`src/rtl/core/pfr_pkg.sv`:
```
// Shared constants, types and codes of the page frame replacement block.
package pfr_pkg;

	localparam int MAX_FRAMES = 16;
	localparam int PAGE_BITS  = 16;

	localparam int FRAME_W = (MAX_FRAMES > 1) ? $clog2(MAX_FRAMES) : 1;
	localparam int LEAVES  = 1 << FRAME_W;
	localparam int RANK_W  = FRAME_W;
	localparam int CNT_W   = $clog2(MAX_FRAMES + 1);
	localparam int FIU_W   = 5;
	localparam int ACT_W   = (CNT_W > FIU_W) ? CNT_W : FIU_W;
	localparam int FAULT_W = 32;

	localparam int CFG_IDX_W  = 2;
	localparam int CFG_DATA_W = 5;

	typedef logic [CFG_IDX_W-1:0] cfg_idx_t;
	localparam cfg_idx_t REG_POLICY = 2'd0;
	localparam cfg_idx_t REG_FRAMES = 2'd1;

	localparam logic [FIU_W-1:0] RESET_FRAMES = 5'd16;

	typedef enum logic {
		POL_FIFO = 1'b0,
		POL_LRU  = 1'b1
	} policy_t;

	typedef logic [FRAME_W-1:0]   frame_idx_t;
	typedef logic [RANK_W-1:0]    rank_t;
	typedef logic [PAGE_BITS-1:0] page_t;
	typedef logic [ACT_W-1:0]     count_t;
	typedef logic [FAULT_W-1:0]   fault_t;

	typedef page_t [MAX_FRAMES-1:0]  page_vec_t;
	typedef rank_t [MAX_FRAMES-1:0]  rank_vec_t;
	typedef logic [MAX_FRAMES-1:0]   flag_vec_t;

	localparam rank_t RANK_MAX = rank_t'(MAX_FRAMES - 1);

	// Outcome of one lookup in the frame table.
	typedef struct packed {
		logic       hit;
		logic       load_free;
		logic       evict;
		logic       fill_adv;
		frame_idx_t frame;
		page_t      evicted_page;
	} pfr_decision_t;

	// Word held in the input stage, with the strobe that commits it.
	typedef struct packed {
		logic  commit;
		logic  last;
		page_t page;
	} pfr_cmd_t;

endpackage

```
`src/rtl/core/pfr_if.sv`:
```
// Valid/ready channels carrying reference words in and result words out.
interface pfr_in_if;
	logic                     valid;
	logic                     ready;
	logic [pfr_pkg::PAGE_BITS-1:0] page_number;
	logic                     end_of_string;

	modport source(output valid, page_number, end_of_string, input ready);
	modport sink(input valid, page_number, end_of_string, output ready);
endinterface

interface pfr_out_if;
	logic                         valid;
	logic                         ready;
	logic                         page_fault;
	logic [pfr_pkg::FRAME_W-1:0]  frame_index;
	logic                         evicted_valid;
	logic [pfr_pkg::PAGE_BITS-1:0] evicted_page;
	logic [pfr_pkg::FAULT_W-1:0]  fault_total;

	modport source(output valid, page_fault, frame_index, evicted_valid, evicted_page,
		fault_total, input ready);
	modport sink(input valid, page_fault, frame_index, evicted_valid, evicted_page,
		fault_total, output ready);
endinterface

```
`src/rtl/core/pfr_select.sv`:
```
// Parallel lookup of the frame table: hit, free frame and victim selection.
module pfr_select (
	input  pfr_pkg::page_t         page,
	input  pfr_pkg::page_vec_t     frame_page,
	input  pfr_pkg::flag_vec_t     frame_valid,
	input  pfr_pkg::rank_vec_t     frame_rank,
	input  pfr_pkg::flag_vec_t     active,
	input  pfr_pkg::frame_idx_t    fill_ptr,
	input  pfr_pkg::policy_t       policy,
	output pfr_pkg::pfr_decision_t dec
);

	logic                hit;
	pfr_pkg::frame_idx_t hit_idx;
	logic                any_free;
	pfr_pkg::frame_idx_t free_idx;
	pfr_pkg::frame_idx_t lru_idx;
	logic                evict;
	pfr_pkg::frame_idx_t frame;

	logic                tree_ok  [2*pfr_pkg::LEAVES];
	pfr_pkg::rank_t      tree_rank[2*pfr_pkg::LEAVES];
	pfr_pkg::frame_idx_t tree_idx [2*pfr_pkg::LEAVES];

	// Lowest matching frame wins; a free frame at the fill pointer is taken first, else the lowest free one.
	always_comb begin
		hit      = 1'b0;
		hit_idx  = '0;
		any_free = 1'b0;
		free_idx = '0;
		for (int i = pfr_pkg::MAX_FRAMES - 1; i >= 0; i--) begin
			if (active[i] && frame_valid[i] && frame_page[i] == page) begin
				hit     = 1'b1;
				hit_idx = pfr_pkg::frame_idx_t'(i);
			end
			if (active[i] && !frame_valid[i]) begin
				any_free = 1'b1;
				free_idx = pfr_pkg::frame_idx_t'(i);
			end
		end
		if (!frame_valid[fill_ptr]) begin
			free_idx = fill_ptr;
		end
	end

	// Oldest rank by a binary tree; on a tie the lower frame is kept.
	always_comb begin
		for (int k = 0; k < 2 * pfr_pkg::LEAVES; k++) begin
			tree_ok[k]   = 1'b0;
			tree_rank[k] = '0;
			tree_idx[k]  = '0;
		end
		for (int i = 0; i < pfr_pkg::LEAVES; i++) begin
			if (i < pfr_pkg::MAX_FRAMES) begin
				tree_ok[pfr_pkg::LEAVES + i]   = active[i];
				tree_rank[pfr_pkg::LEAVES + i] = frame_rank[i];
			end
			tree_idx[pfr_pkg::LEAVES + i] = pfr_pkg::frame_idx_t'(i);
		end
		for (int k = pfr_pkg::LEAVES - 1; k >= 1; k--) begin
			if (tree_ok[2*k+1] && (!tree_ok[2*k] || tree_rank[2*k+1] > tree_rank[2*k])) begin
				tree_ok[k]   = 1'b1;
				tree_rank[k] = tree_rank[2*k+1];
				tree_idx[k]  = tree_idx[2*k+1];
			end else begin
				tree_ok[k]   = tree_ok[2*k];
				tree_rank[k] = tree_rank[2*k];
				tree_idx[k]  = tree_idx[2*k];
			end
		end
		lru_idx = tree_idx[1];
	end

	always_comb begin
		evict = !hit && !any_free;
		if (hit) begin
			frame = hit_idx;
		end else if (any_free) begin
			frame = free_idx;
		end else if (policy == pfr_pkg::POL_FIFO) begin
			frame = fill_ptr;
		end else begin
			frame = lru_idx;
		end
		dec.hit          = hit;
		dec.load_free    = !hit && any_free;
		dec.evict        = evict;
		dec.fill_adv     = !hit && (any_free || policy == pfr_pkg::POL_FIFO);
		dec.frame        = frame;
		dec.evicted_page = evict ? frame_page[frame] : '0;
	end

endmodule

```
`src/rtl/core/pfr_table.sv`:
```
// Frame table state: pages, valid bits, recency ranks, fill pointer and fault count.
module pfr_table (
	input  logic                   clk,
	input  logic                   arst_n,
	input  pfr_pkg::flag_vec_t     active,
	input  pfr_pkg::count_t        act_n,
	input  pfr_pkg::pfr_cmd_t      cmd,
	input  pfr_pkg::pfr_decision_t dec,
	output pfr_pkg::page_vec_t     frame_page,
	output pfr_pkg::flag_vec_t     frame_valid,
	output pfr_pkg::rank_vec_t     frame_rank,
	output pfr_pkg::frame_idx_t    fill_ptr,
	output pfr_pkg::fault_t        fault_total
);

	pfr_pkg::page_vec_t  page_q;
	pfr_pkg::flag_vec_t  valid_q;
	pfr_pkg::rank_vec_t  rank_q;
	pfr_pkg::frame_idx_t fill_q;
	pfr_pkg::fault_t     fault_q;

	pfr_pkg::flag_vec_t  valid_d;
	pfr_pkg::rank_vec_t  rank_d;
	pfr_pkg::frame_idx_t fill_eff;
	pfr_pkg::frame_idx_t fill_d;
	pfr_pkg::count_t     next_cnt;
	pfr_pkg::rank_t      old_rank;
	logic                was_valid;

	// A pointer left beyond a shrunken frame count restarts at frame zero.
	assign fill_eff = (pfr_pkg::count_t'(fill_q) >= act_n) ? '0 : fill_q;
	assign next_cnt = pfr_pkg::count_t'(dec.frame) + pfr_pkg::count_t'(1);

	always_comb begin
		fill_d = fill_eff;
		if (dec.fill_adv) begin
			fill_d = (next_cnt == act_n) ? '0 : pfr_pkg::frame_idx_t'(next_cnt);
		end
	end

	always_comb begin
		valid_d = valid_q;
		if (!dec.hit) begin
			valid_d[dec.frame] = 1'b1;
		end
	end

	// The touched frame becomes the youngest; on a fresh load every other
	// valid frame ages, otherwise only those younger than it did.
	always_comb begin
		old_rank  = rank_q[dec.frame];
		was_valid = !dec.load_free;
		for (int i = 0; i < pfr_pkg::MAX_FRAMES; i++) begin
			rank_d[i] = rank_q[i];
			if (pfr_pkg::frame_idx_t'(i) == dec.frame) begin
				rank_d[i] = '0;
			end else if (active[i] && valid_q[i] && (!was_valid || rank_q[i] < old_rank)
				&& rank_q[i] != pfr_pkg::RANK_MAX) begin
				rank_d[i] = rank_q[i] + 1'b1;
			end
		end
	end

	assign fault_total = (!dec.hit && fault_q != '1) ? fault_q + 1'b1 : fault_q;

	always_ff @(posedge clk) begin
		if (cmd.commit && !dec.hit) begin
			page_q[dec.frame] <= cmd.page;
		end
	end

	always_ff @(posedge clk or negedge arst_n) begin
		if (!arst_n) begin
			valid_q <= '0;
			rank_q  <= '0;
			fill_q  <= '0;
			fault_q <= '0;
		end else if (cmd.commit) begin
			if (cmd.last) begin
				valid_q <= '0;
				rank_q  <= '0;
				fill_q  <= '0;
				fault_q <= '0;
			end else begin
				valid_q <= valid_d;
				rank_q  <= rank_d;
				fill_q  <= fill_d;
				fault_q <= fault_total;
			end
		end
	end

	assign frame_page  = page_q;
	assign frame_valid = valid_q;
	assign frame_rank  = rank_q;
	assign fill_ptr    = fill_eff;

endmodule

```
`src/rtl/core/page_frame_replacement.sv`:
```
// Page frame replacement table (FIFO or LRU) with valid/ready channels.
// Each reference word yields exactly one result word, registered in the input
// stage and then the result register, and one word can be accepted in every
// clock cycle unless the output stalls: the whole frame table (MAX_FRAMES
// pages, valid bits and recency ranks in flip-flops) is searched and updated
// as a word moves from the input stage to the result register, which sets the
// rate. The table starts empty after reset with no clearing pass, and a word
// with end_of_string set clears it, and the fault total, after its result.
// Policy and frame count are to be written through the configuration port
// only while the block is idle, which the block does not enforce; a frame
// count of zero acts as one and one above MAX_FRAMES as MAX_FRAMES.
module page_frame_replacement (
	input  logic                             clk,
	input  logic                             arst_n,
	input  logic                             cfg_we,
	input  logic [pfr_pkg::CFG_IDX_W-1:0]    cfg_index,
	input  logic [pfr_pkg::CFG_DATA_W-1:0]   cfg_data,
	pfr_in_if.sink                           in,
	pfr_out_if.source                        out
);

	pfr_pkg::policy_t           policy_q;
	logic [pfr_pkg::FIU_W-1:0]  frames_q;

	logic                       valid_s1;
	pfr_pkg::page_t             page_s1;
	logic                       last_s1;

	logic                       valid_s2;
	logic                       fault_s2;
	pfr_pkg::frame_idx_t        frame_s2;
	logic                       evicted_s2;
	pfr_pkg::page_t             evicted_page_s2;
	pfr_pkg::fault_t            total_s2;

	logic                       advance;
	pfr_pkg::count_t            act_n;
	pfr_pkg::flag_vec_t         active;
	pfr_pkg::pfr_cmd_t          cmd;
	pfr_pkg::pfr_decision_t     dec;
	pfr_pkg::page_vec_t         frame_page;
	pfr_pkg::flag_vec_t         frame_valid;
	pfr_pkg::rank_vec_t         frame_rank;
	pfr_pkg::frame_idx_t        fill_ptr;
	pfr_pkg::fault_t            fault_total;

	always_ff @(posedge clk or negedge arst_n) begin
		if (!arst_n) begin
			policy_q <= pfr_pkg::POL_FIFO;
			frames_q <= pfr_pkg::RESET_FRAMES;
		end else if (cfg_we) begin
			unique case (cfg_index)
				pfr_pkg::REG_POLICY: policy_q <= pfr_pkg::policy_t'(cfg_data[0]);
				pfr_pkg::REG_FRAMES: frames_q <= cfg_data[pfr_pkg::FIU_W-1:0];
				default: ;
			endcase
		end
	end

	always_comb begin
		if (frames_q == '0) begin
			act_n = pfr_pkg::count_t'(1);
		end else if (pfr_pkg::count_t'(frames_q) > pfr_pkg::count_t'(pfr_pkg::MAX_FRAMES)) begin
			act_n = pfr_pkg::count_t'(pfr_pkg::MAX_FRAMES);
		end else begin
			act_n = pfr_pkg::count_t'(frames_q);
		end
		for (int i = 0; i < pfr_pkg::MAX_FRAMES; i++) begin
			active[i] = pfr_pkg::count_t'(i) < act_n;
		end
	end

	// The input stage moves on whenever the result register is empty or drained.
	assign advance  = valid_s1 && (!valid_s2 || out.ready);
	assign in.ready = !valid_s1 || advance;

	always_ff @(posedge clk or negedge arst_n) begin
		if (!arst_n) begin
			valid_s1 <= 1'b0;
		end else if (in.ready) begin
			valid_s1 <= in.valid;
		end
	end

	always_ff @(posedge clk) begin
		if (in.valid && in.ready) begin
			page_s1 <= in.page_number;
			last_s1 <= in.end_of_string;
		end
	end

	assign cmd.commit = advance;
	assign cmd.last   = last_s1;
	assign cmd.page   = page_s1;

	pfr_select u_select (
		.page        (page_s1),
		.frame_page  (frame_page),
		.frame_valid (frame_valid),
		.frame_rank  (frame_rank),
		.active      (active),
		.fill_ptr    (fill_ptr),
		.policy      (policy_q),
		.dec         (dec)
	);

	pfr_table u_table (
		.clk         (clk),
		.arst_n      (arst_n),
		.active      (active),
		.act_n       (act_n),
		.cmd         (cmd),
		.dec         (dec),
		.frame_page  (frame_page),
		.frame_valid (frame_valid),
		.frame_rank  (frame_rank),
		.fill_ptr    (fill_ptr),
		.fault_total (fault_total)
	);

	always_ff @(posedge clk or negedge arst_n) begin
		if (!arst_n) begin
			valid_s2 <= 1'b0;
		end else if (advance) begin
			valid_s2 <= 1'b1;
		end else if (out.ready) begin
			valid_s2 <= 1'b0;
		end
	end

	always_ff @(posedge clk) begin
		if (advance) begin
			fault_s2        <= !dec.hit;
			frame_s2        <= dec.frame;
			evicted_s2      <= dec.evict;
			evicted_page_s2 <= dec.evicted_page;
			total_s2        <= fault_total;
		end
	end

	assign out.valid         = valid_s2;
	assign out.page_fault    = fault_s2;
	assign out.frame_index   = frame_s2;
	assign out.evicted_valid = evicted_s2;
	assign out.evicted_page  = evicted_page_s2;
	assign out.fault_total   = total_s2;

endmodule

```
`src/flat_wrapper.sv`:
```
// flat-port wrapper written by rule: the top's interface ports become plain ports
module page_frame_replacement_flat 
  (clk, arst_n, cfg_we, cfg_index, cfg_data, in_valid, in_page_number, in_end_of_string, in_ready, out_valid, out_page_fault, out_frame_index, out_evicted_valid, out_evicted_page, out_fault_total, out_ready);
  pfr_in_if in_i ();
  pfr_out_if out_i ();
  input  logic clk;
  input  logic arst_n;
  input  logic cfg_we;
  input  logic [pfr_pkg::CFG_IDX_W-1:0] cfg_index;
  input  logic [pfr_pkg::CFG_DATA_W-1:0] cfg_data;
  input wire logic [$bits(in_i.valid)-1:0] in_valid;
  input wire logic [$bits(in_i.page_number)-1:0] in_page_number;
  input wire logic [$bits(in_i.end_of_string)-1:0] in_end_of_string;
  output wire logic [$bits(in_i.ready)-1:0] in_ready;
  output wire logic [$bits(out_i.valid)-1:0] out_valid;
  output wire logic [$bits(out_i.page_fault)-1:0] out_page_fault;
  output wire logic [$bits(out_i.frame_index)-1:0] out_frame_index;
  output wire logic [$bits(out_i.evicted_valid)-1:0] out_evicted_valid;
  output wire logic [$bits(out_i.evicted_page)-1:0] out_evicted_page;
  output wire logic [$bits(out_i.fault_total)-1:0] out_fault_total;
  input wire logic [$bits(out_i.ready)-1:0] out_ready;
  assign in_i.valid = in_valid;
  assign in_i.page_number = in_page_number;
  assign in_i.end_of_string = in_end_of_string;
  assign in_ready = in_i.ready;
  assign out_valid = out_i.valid;
  assign out_page_fault = out_i.page_fault;
  assign out_frame_index = out_i.frame_index;
  assign out_evicted_valid = out_i.evicted_valid;
  assign out_evicted_page = out_i.evicted_page;
  assign out_fault_total = out_i.fault_total;
  assign out_i.ready = out_ready;
  page_frame_replacement u_core (.clk(clk), .arst_n(arst_n), .cfg_we(cfg_we), .cfg_index(cfg_index), .cfg_data(cfg_data), .in(in_i), .out(out_i));
endmodule
```
`config.mk`:
```
export PLATFORM = sky130hd
export DESIGN_NAME = page_frame_replacement_flat
export DESIGN_NICKNAME = d
export VERILOG_FILES = /design/src/rtl/core/pfr_pkg.sv /design/src/rtl/core/pfr_if.sv /design/src/rtl/core/pfr_select.sv /design/src/rtl/core/pfr_table.sv /design/src/rtl/core/page_frame_replacement.sv /design/src/flat_wrapper.sv
export SDC_FILE = /design/constraint.sdc
export NUM_CORES = 1
export LEC_CHECK = 0
export ABC_AREA = 0
export BUFFER_PORTS_ARGS = -buffer_cell sky130_fd_sc_hd__buf_2
export CAP_MARGIN = 20
export CORE_MARGIN = 3
export CORE_UTILIZATION = 64
export CTS_CLUSTER_SIZE = 24
export DETAILED_ROUTE_END_ITERATION = 6
export HOLD_SLACK_MARGIN = 0.06
export PLACE_DENSITY_LB_ADDON = 0.2
export SYNTH_ARGS = -nofsm -noshare
export SYNTH_HDL_FRONTEND = slang
export SYNTH_SLANG_ARGS = --single-unit
```
`constraint.sdc`:
```
create_clock -name clk -period 13.15 [get_ports clk]
set_input_delay 1.315 -clock clk [delete_from_list [all_inputs] [get_ports clk]]
set_output_delay 1.315 -clock clk [all_outputs]
set_load 0.05 [all_outputs]
```
* After elaboration in Yosys (flattened, before gate mapping) *
Index checks and enable logic that the tools add are counted.

storage, ports and cells
  bits in registers = 451
  bits of input ports = 29
  output and inout port bits = 56
  logic and storage cells = 547

cells by class
  $add $sub $neg = 18
  $lt $le $gt $ge = 52
  equal/unequal tests = 51
  muxes and demuxes = 167
  bitwise logic cells = 2
  reduce and logical (&&, ||, !) cells = 211

operator list
  cell                                                                  count
  4-bit two-way mux                                                     94
  256-bit bitwise mux                                                   1
  16-bit == test                                                        16
  1-bit logical AND                                                     103
  4-bit by 1-bit adder with 4-bit output (second input constant)        16
  16-bit binary-select mux with 4-bit select                            1
  16-bit demux with 4-bit select                                        1
  4-bit < comparator                                                    16
  16-bit two-way mux                                                    4
  32-bit two-way mux                                                    2
  64-bit two-way mux                                                    1
  4-bit inequality test (second input constant)                         16
  4-bit greater-than comparator                                         15
  1-bit two-way mux                                                     58
  3-bit nonzero test                                                    16
  4-bit by 5-bit < comparator with 1-bit output (first input constant)  8
  2-bit AND reduction                                                   19
  1-bit zero test                                                       35
  1-bit logical OR                                                      34
  32-bit by 1-bit adder with 32-bit output (second input constant)      1
  4-bit == test (first input constant)                                  8
  32-bit inequality test (second input constant)                        1
  3-bit by 5-bit < comparator with 1-bit output (first input constant)  4
  4-bit binary-select mux with 4-bit select                             1
  22 further kinds                                                      30

* Logic depth before layout (Yosys ltp) *
  depth in word-level cells = 33
  mapped depth = 50
  depth with buffers taken out = 46

* By module *
A second synthesis with hierarchy kept.

second synthesis, totals
  cells, all modules = 2,803
  area total of the unflattened synthesis = 29,528.3 um^2

by module, submodules not included
  module                  instances  cells each  area an instance (um^2)  seq. area each (um^2)
  pfr_table               1          1,294       17,013.8                 10,590.2
  pfr_select              1          1,381       9,844.4                  0.0
  page_frame_replacement  1          128         2,670.1                  2,333.5

* Least setup slack after synthesis *
Ideal clock, no wire load.

  path kind = register to register
  from = reg u_core.frames_q[4] (netlist name)
  to = reg u_core.u_table.rank_q, in the netlist u_core.u_table.frame_rank[27]
  setup time = 126 ps
  arrival = 9,415 ps
  required time = 13,024 ps
  path slack = 3,609 ps
  cell stages (with the launch flop) = 45
  path buffers = 8
  clock period less this slack = 9,541 ps
  path through = dfstp_2 clkbuf_1 buf_2 buf_2 clkbuf_1 nand2_1 a21oi_1 nor2_1 a21oi_1 inv_1 ha_1 nand4_1 o21ai_0 a211oi_1 mux2i_1 ha_1 nor2b_1 o211ai_1 (+9 left out) clkbuf_1 clkbuf_1 buf_2 buf_1 nand2_1 o211ai_1 nand3_1 nand3_1 nand2_1 ha_1 a21o_1 a21oi_1 nand2_1 a31oi_1 a21oi_1 or4_1 a21oi_1 o22ai_1

between the ends
  cells in the longest elaborated chain, start to end = 32
  elaborated cells between the ends (all ways) = 248
  classes of those cells = 26 x order compare; 1 x eq/ne; 120 x mux; 101 x reduce/logical

ends and longest elaborated chain
  element                                                                                 RTL line                      source
  start, declared                                                                         page_frame_replacement.sv:23  logic [pfr_pkg::FIU_W-1:0] frames_q;
  start signal, assigned                                                                  page_frame_replacement.sv:50  frames_q <= pfr_pkg::RESET_FRAMES;
  start signal, assigned                                                                  page_frame_replacement.sv:54  pfr_pkg::REG_FRAMES: frames_q <= cfg_data[pfr_pkg::FIU_W-1:0];
  5-bit greater-than comparator                                                           page_frame_replacement.sv:63  end else if (pfr_pkg::count_t'(frames_q) > pfr_pkg::count_t'(pfr_pkg::MAX_FRAMES)) begin
  5-bit two-way mux                                                                       page_frame_replacement.sv:63
  5-bit two-way mux *                                                                     page_frame_replacement.sv:61  if (frames_q == '0) begin
  branches (longest 29 deep; another with 4-bit by 5-bit < comparator with 1-bit output)  n/a
  end signal, assigned                                                                    pfr_table.sv:86               rank_q <= rank_d;
  end, declared                                                                           pfr_table.sv:18               pfr_pkg::rank_vec_t rank_q;

Every way passes the cells marked *. The select of a mux whose other input is x is not followed.
A chain may end at the register's enable or synchronous reset.

* Worst setup path after layout *
Same ends and word-level chain as after synthesis.

==> flow_summary.html <==
<table>
<tr><th>Metric</th><th>Value</th></tr>
<tr><th colspan="2">Clocking</th></tr>
<tr><td>Clock sink count</td><td>around 450</td></tr>
<tr><td>Post-CTS setup buffer count</td><td>0</td></tr>
<tr><td>Clk_lat worst skew</td><td>620 ps</td></tr>
<tr><td>Buffer type at the clock tree root</td><td>clkbuf_16</td></tr>
<tr><td>Number of buffers added to fix hold violations after cts</td><td>0</td></tr>
<tr><td>H-tree Lvls</td><td>2</td></tr>
<tr><td>CTS Buf Count</td><td>47</td></tr>
<tr><td>TritonCTS clock tree</td><td>done</td></tr>
<tr><td>Clock edge transition at the registers on the reported setup and hold paths</td><td>60 ps</td></tr>
<tr><td>Max Buffers Root-to-Sink</td><td>3</td></tr>
<tr><td>Number of resized instances in the post-cts repair step</td><td>0</td></tr>
<tr><th colspan="2">Synthesis</th></tr>
<tr><td>Number of instances in the synthesized netlist</td><td>2784</td></tr>
<tr><td>Post-synth ARST share</td><td>a little over a quarter</td></tr>
<tr><td>Count of synthesis-stage warnings from yosys</td><td>0</td></tr>
<tr><td>Average size of a mapped cell</td><td>10.01 µm²</td></tr>
<tr><td>Part of the Yosys area used for sequential elements</td><td>between 40 and 50%</td></tr>
<tr><td>Post-Syn Area</td><td>27850 µm²</td></tr>
<tr><td>Top_reg_cell synth</td><td>edfxtp_1</td></tr>
<tr><td>Number of synthesized flops with an enable pin</td><td>between 300 and 400</td></tr>
<tr><td>Number of nets in the synthesized netlist</td><td>2946</td></tr>
<tr><td>Flop and latch count out of synthesis</td><td>451</td></tr>
<tr><td>Number of distinct standard cells referenced by the synthesized netlist</td><td>94</td></tr>
<tr><th colspan="2">Floorplan</th></tr>
<tr><td>Core area</td><td>42510 µm²</td></tr>
<tr><td>Std-Cell Rows</td><td>75</td></tr>
<tr><td>Effective utilization at floorplan</td><td>about two thirds</td></tr>
<tr><td>IO Pins</td><td>85</td></tr>
<tr><td>Floorplan die area</td><td>46060 µm²</td></tr>
<tr><td>Die width</td><td>214.6 µm</td></tr>
<tr><td>Die height</td><td>214.6 µm</td></tr>
<tr><th colspan="2">Placement</th></tr>
<tr><td>HPWL after DPL</td><td>58640 µm</td></tr>
<tr><td>Number of placed instances, taps included</td><td>3344</td></tr>
<tr><td>Setup Slack @ Placement</td><td>2577 ps</td></tr>
<tr><td>Final RePlAce weighted congestion</td><td>0.9799</td></tr>
<tr><td>IO buf count</td><td>84</td></tr>
<tr><th colspan="2">Route</th></tr>
<tr><td>Initial DRT Pass Iterations</td><td>7</td></tr>
<tr><td>Vias</td><td>23.37k</td></tr>
<tr><td>Violation count after the first detailed-routing iteration</td><td>between 3k and 4k</td></tr>
<tr><td>Met1 Wirelength</td><td>32320 µm</td></tr>
<tr><td>Antenna-violating nets left</td><td>0</td></tr>
<tr><td>Vias per cell</td><td>6.808</td></tr>
<tr><td>Final wirelength</td><td>85170 µm</td></tr>
<tr><td>Met3 wire length</td><td>8415 µm</td></tr>
<tr><td>DR DRC count</td><td>5</td></tr>
<tr><td>Mean routed wirelength per cell</td><td>24.81 µm</td></tr>
<tr><td>Met2 wirelength from detailed routing</td><td>39820 µm</td></tr>
<tr><td>Uppermost metal layer occupied by signal nets</td><td>met5</td></tr>
<tr><th colspan="2">Setup path</th></tr>
<tr><td>Signal arrival time at the worst endpoint</td><td>between 10000 and 15000 ps</td></tr>
<tr><td>Endpoint type of the worst setup path</td><td>flop</td></tr>
<tr><td>Worst reg2reg startpoint</td><td>u_core.frames_q[4]</td></tr>
<tr><td>Critical path's slowest cell</td><td>dfstp_2</td></tr>
<tr><td>Critical path data required time</td><td>approximately 14000 ps</td></tr>
<tr><td>Timing startpoint of the critical path</td><td>u_core.frames_q[4]</td></tr>
<tr><td>CP Launch Type</td><td>flop</td></tr>
<tr><td>CP most frequent cell</td><td>a21oi_1</td></tr>
<tr><td>Setup CP Type</td><td>reg2reg</td></tr>
<tr><td>Max incr delay on CP</td><td>about 1000 ps</td></tr>
<tr><td>Critical path peak fanout</td><td>55</td></tr>
<tr><th colspan="2">STA</th></tr>
<tr><td>Number of setup violations in the final report</td><td>0</td></tr>
<tr><td>Relative slew slack</td><td>about 22%</td></tr>
<tr><td>Final count of hold timing violations</td><td>0</td></tr>
<tr><td>Aggregate negative setup slack</td><td>0 ps</td></tr>
<tr><td>Count of pins over their slew limit</td><td>0</td></tr>
<tr><td>RSZ-0062 raised after global routing</td><td>false</td></tr>
<tr><td>Worst setup skew after layout</td><td>approximately 34 ps</td></tr>
<tr><td>Worst Max-Slew Pin Slew</td><td>1168 ps</td></tr>
<tr><td>Period Utilization, post-route</td><td>82.61%</td></tr>
<tr><td>Post-layout minimum cycle time</td><td>10860 ps</td></tr>
<tr><td>FMAX</td><td>92.06 MHz</td></tr>
<tr><td>Setup slack after layout</td><td>2287 ps</td></tr>
<tr><th colspan="2">Run</th></tr>
<tr><td>Number of violations of the max-capacitance limit</td><td>0</td></tr>
<tr><th colspan="2">Layout</th></tr>
<tr><td>Final Core Density</td><td>71.34%</td></tr>
<tr><td>Number of nets at the end of the flow</td><td>between 2k and 3k</td></tr>
<tr><td>Signed area change from the synthesized netlist to the final layout</td><td>8.871%</td></tr>
<tr><td>Final instance count without filler cells</td><td>3433</td></tr>
<tr><td>Antenna diodes</td><td>0</td></tr>
<tr><td>Share of final-layout standard cells stronger than drive strength 1</td><td>approximately a tenth</td></tr>
<tr><th colspan="2">Hold path</th></tr>
<tr><td>Launch point of the worst hold path</td><td>u_core.u_table.fault_q[28]</td></tr>
<tr><td>Min-delay worst type</td><td>reg2reg</td></tr>
<tr><th colspan="2">Global routing</th></tr>
<tr><td>Number of global-route vias before repair</td><td>22.54k</td></tr>
<tr><td>Number of antenna violations at the first check in global routing</td><td>4</td></tr>
<tr><td>Maximum number of pins on one net before global-route repair</td><td>112</td></tr>
<tr><td>GRT Resource Usage Total</td><td>35.94%</td></tr>
<tr><td>Global route overflow</td><td>0</td></tr>
<tr><td>First-pass GRT wire length</td><td>around 130000 µm</td></tr>
<tr><th colspan="2">Outcome</th></tr>
<tr><td>Failing checks</td><td>design-rule violations</td></tr>
<tr><td>Result of the run</td><td>complete, but fails checks</td></tr>
<tr><th colspan="2">Power</th></tr>
<tr><td>LEAKAGE</td><td>0.01144 µW</td></tr>
<tr><td>Total power draw</td><td>a little over 6000 µW</td></tr>
<tr><td>Pwr dens</td><td>around 200 nW/µm²</td></tr>
<tr><td>Largest voltage drop on the vdd net</td><td>0.2689 mV</td></tr>
</table>
-- per-layer routing --
metal | track usage [%] | vias up
met3 | 6.646 | 297
li1 | - | 10376
met2 | 58.24 | 1508
met4 | 18.21 | 8
met5 | 0 | -
met1 | 46.62 | 11182
-- metrics by stage --
stage	instance area (µm²)	hold WS, ps
floorplan	27850	456.9
global placement	28790	491.0
detailed placement	28790	499.5
CTS	30320	517.8
global route	30330	539.9
finish	30330	514.1
-- synthesized netlist by cell type (11+ instances only) --
cell type    n  area (µm²)
o21a_1      24       180.2
nor3_1      42       210.2
a311oi_1    54       473.0
a21oi_1    132       660.6
nand3b_1    11       82.58
xor2_1     107       937.2
o21ai_0     79       395.4
nand4_1     75       469.2
a211oi_1    16       120.1
nor2b_1     24       150.1
xnor2_1    184        1612
nor4_1      32       200.2
mux2i_1     38       380.4
nand2_1    418        1569
buf_2       38       190.2
o211ai_1    47       352.8
a41o_1      12       120.1
nand3_1    110       550.5
and3_1      73       456.7
a22o_1      18       157.7
buf_1       22       82.58
ha_1       133        1664
dfrtp_1    123        3078
or3_1       26       162.7
o22ai_1     22       137.6
nand2b_1    31       193.9
nor2_1     116       435.4
clkbuf_1    89       334.1
mux2_2      12       135.1
o31a_1      11       96.34
a311o_1     17       170.2
inv_1       99       371.6
a31oi_1     19       118.9
a21o_1      28       210.2
edfxtp_1   327        9819
-- layout by cell type (no fill, tap or decap), drive strengths merged, types with 18 or more instances in the layout --
cell and n:
dfrtp 123, xor2 107, a31oi 19, edfxtp 327, o21ai 89, a21oi 132, nand4 75, nor4 32
nand3 110, mux2i 38, or3 27, nor2 117, nor3 43, clkbuf 55, and3 73, nor2b 24
o21a 24, ha 133, a22o 18, o22ai 22, nand2b 31, nand2 420, a21o 29, o211ai 47
a311oi 54, clkinv 27, xnor2 184, buf 138, inv 101
-- flip-flops by register name, indices dropped and copies added (netlist names) --
register and cells:
u_core.out.fault_total 32, u_core.out.frame_index 4, u_core.u_table.fill_q 4, u_core.last_s1 1
u_core.u_table.frame_valid 16, u_core.valid_s1 1, u_core.frames_q 5, u_core.out.evicted_valid 1
u_core.u_table.frame_page 256, u_core.u_table.frame_rank 64, u_core.u_table.fault_q 32, u_core.policy_q 1
u_core.out.evicted_page 16, u_core.out.valid 1, u_core.out.page_fault 1, u_core.page_s1 16
-- logic make-up after synthesis --
| family | after synthesis | share of synthesized area, % |
|---|---|---|
| simple gates | 1022 | 17.97 |
| compound gates | 578 | 14.67 |
| flops | 451 | 46.40 |
| xor+xnor | 291 | 9.150 |
| buf+inv | 256 | 3.746 |
| fa+ha+maj | 133 | 5.974 |
| mux | 53 | 2.093 |
-- report_power, final --
part           internal (µW)  switching, µW
combinational           1000           1960
clock                    748            584
sequential              1660            149
-- final timing paths --
| check | endpoint | slack, ps | cells past startpoint |
|---|---|---|---|
| setup / recovery | u_core.u_table.frame_rank[27] | 2290 | 38 |
| hold / removal | u_core.u_table.fault_q[28] | 510 | 1 |
| setup reg to reg | u_core.u_table.frame_rank[27] | 2290 | 38 |
| hold reg to reg | u_core.u_table.fault_q[28] | 510 | 1 |
| max in group asynchronous | u_core.u_table.frame_rank[29] | 11140 | 2 |
| min in group asynchronous | u_core.u_table.frame_rank[2] | 700 | 1 |
-- area by class of cell --
class,instances,area [µm²]
clock buffer,55,1216
clock inverter,33,315.3
fill,3081,12180
inverter,102,392.9
multi-input combinational,2077,13930
sequential,451,12920
tap,577,721.9
timing repair buffer,138,829.5
-- worst max-delay path: cells and delay by family, from the launching register on --
| kind | cells | cell delay, ps |
|---|---|---|
| buf+inv | 3 | 1110 |
| mux | 1 | 440 |
| simple gates | 11 | 2450 |
| compound gates | 19 | 4370 |
| flops | 1 | 980 |
| fa+ha+maj | 4 | 1280 |
Note: power is estimated with default switching activity, not from simulation.
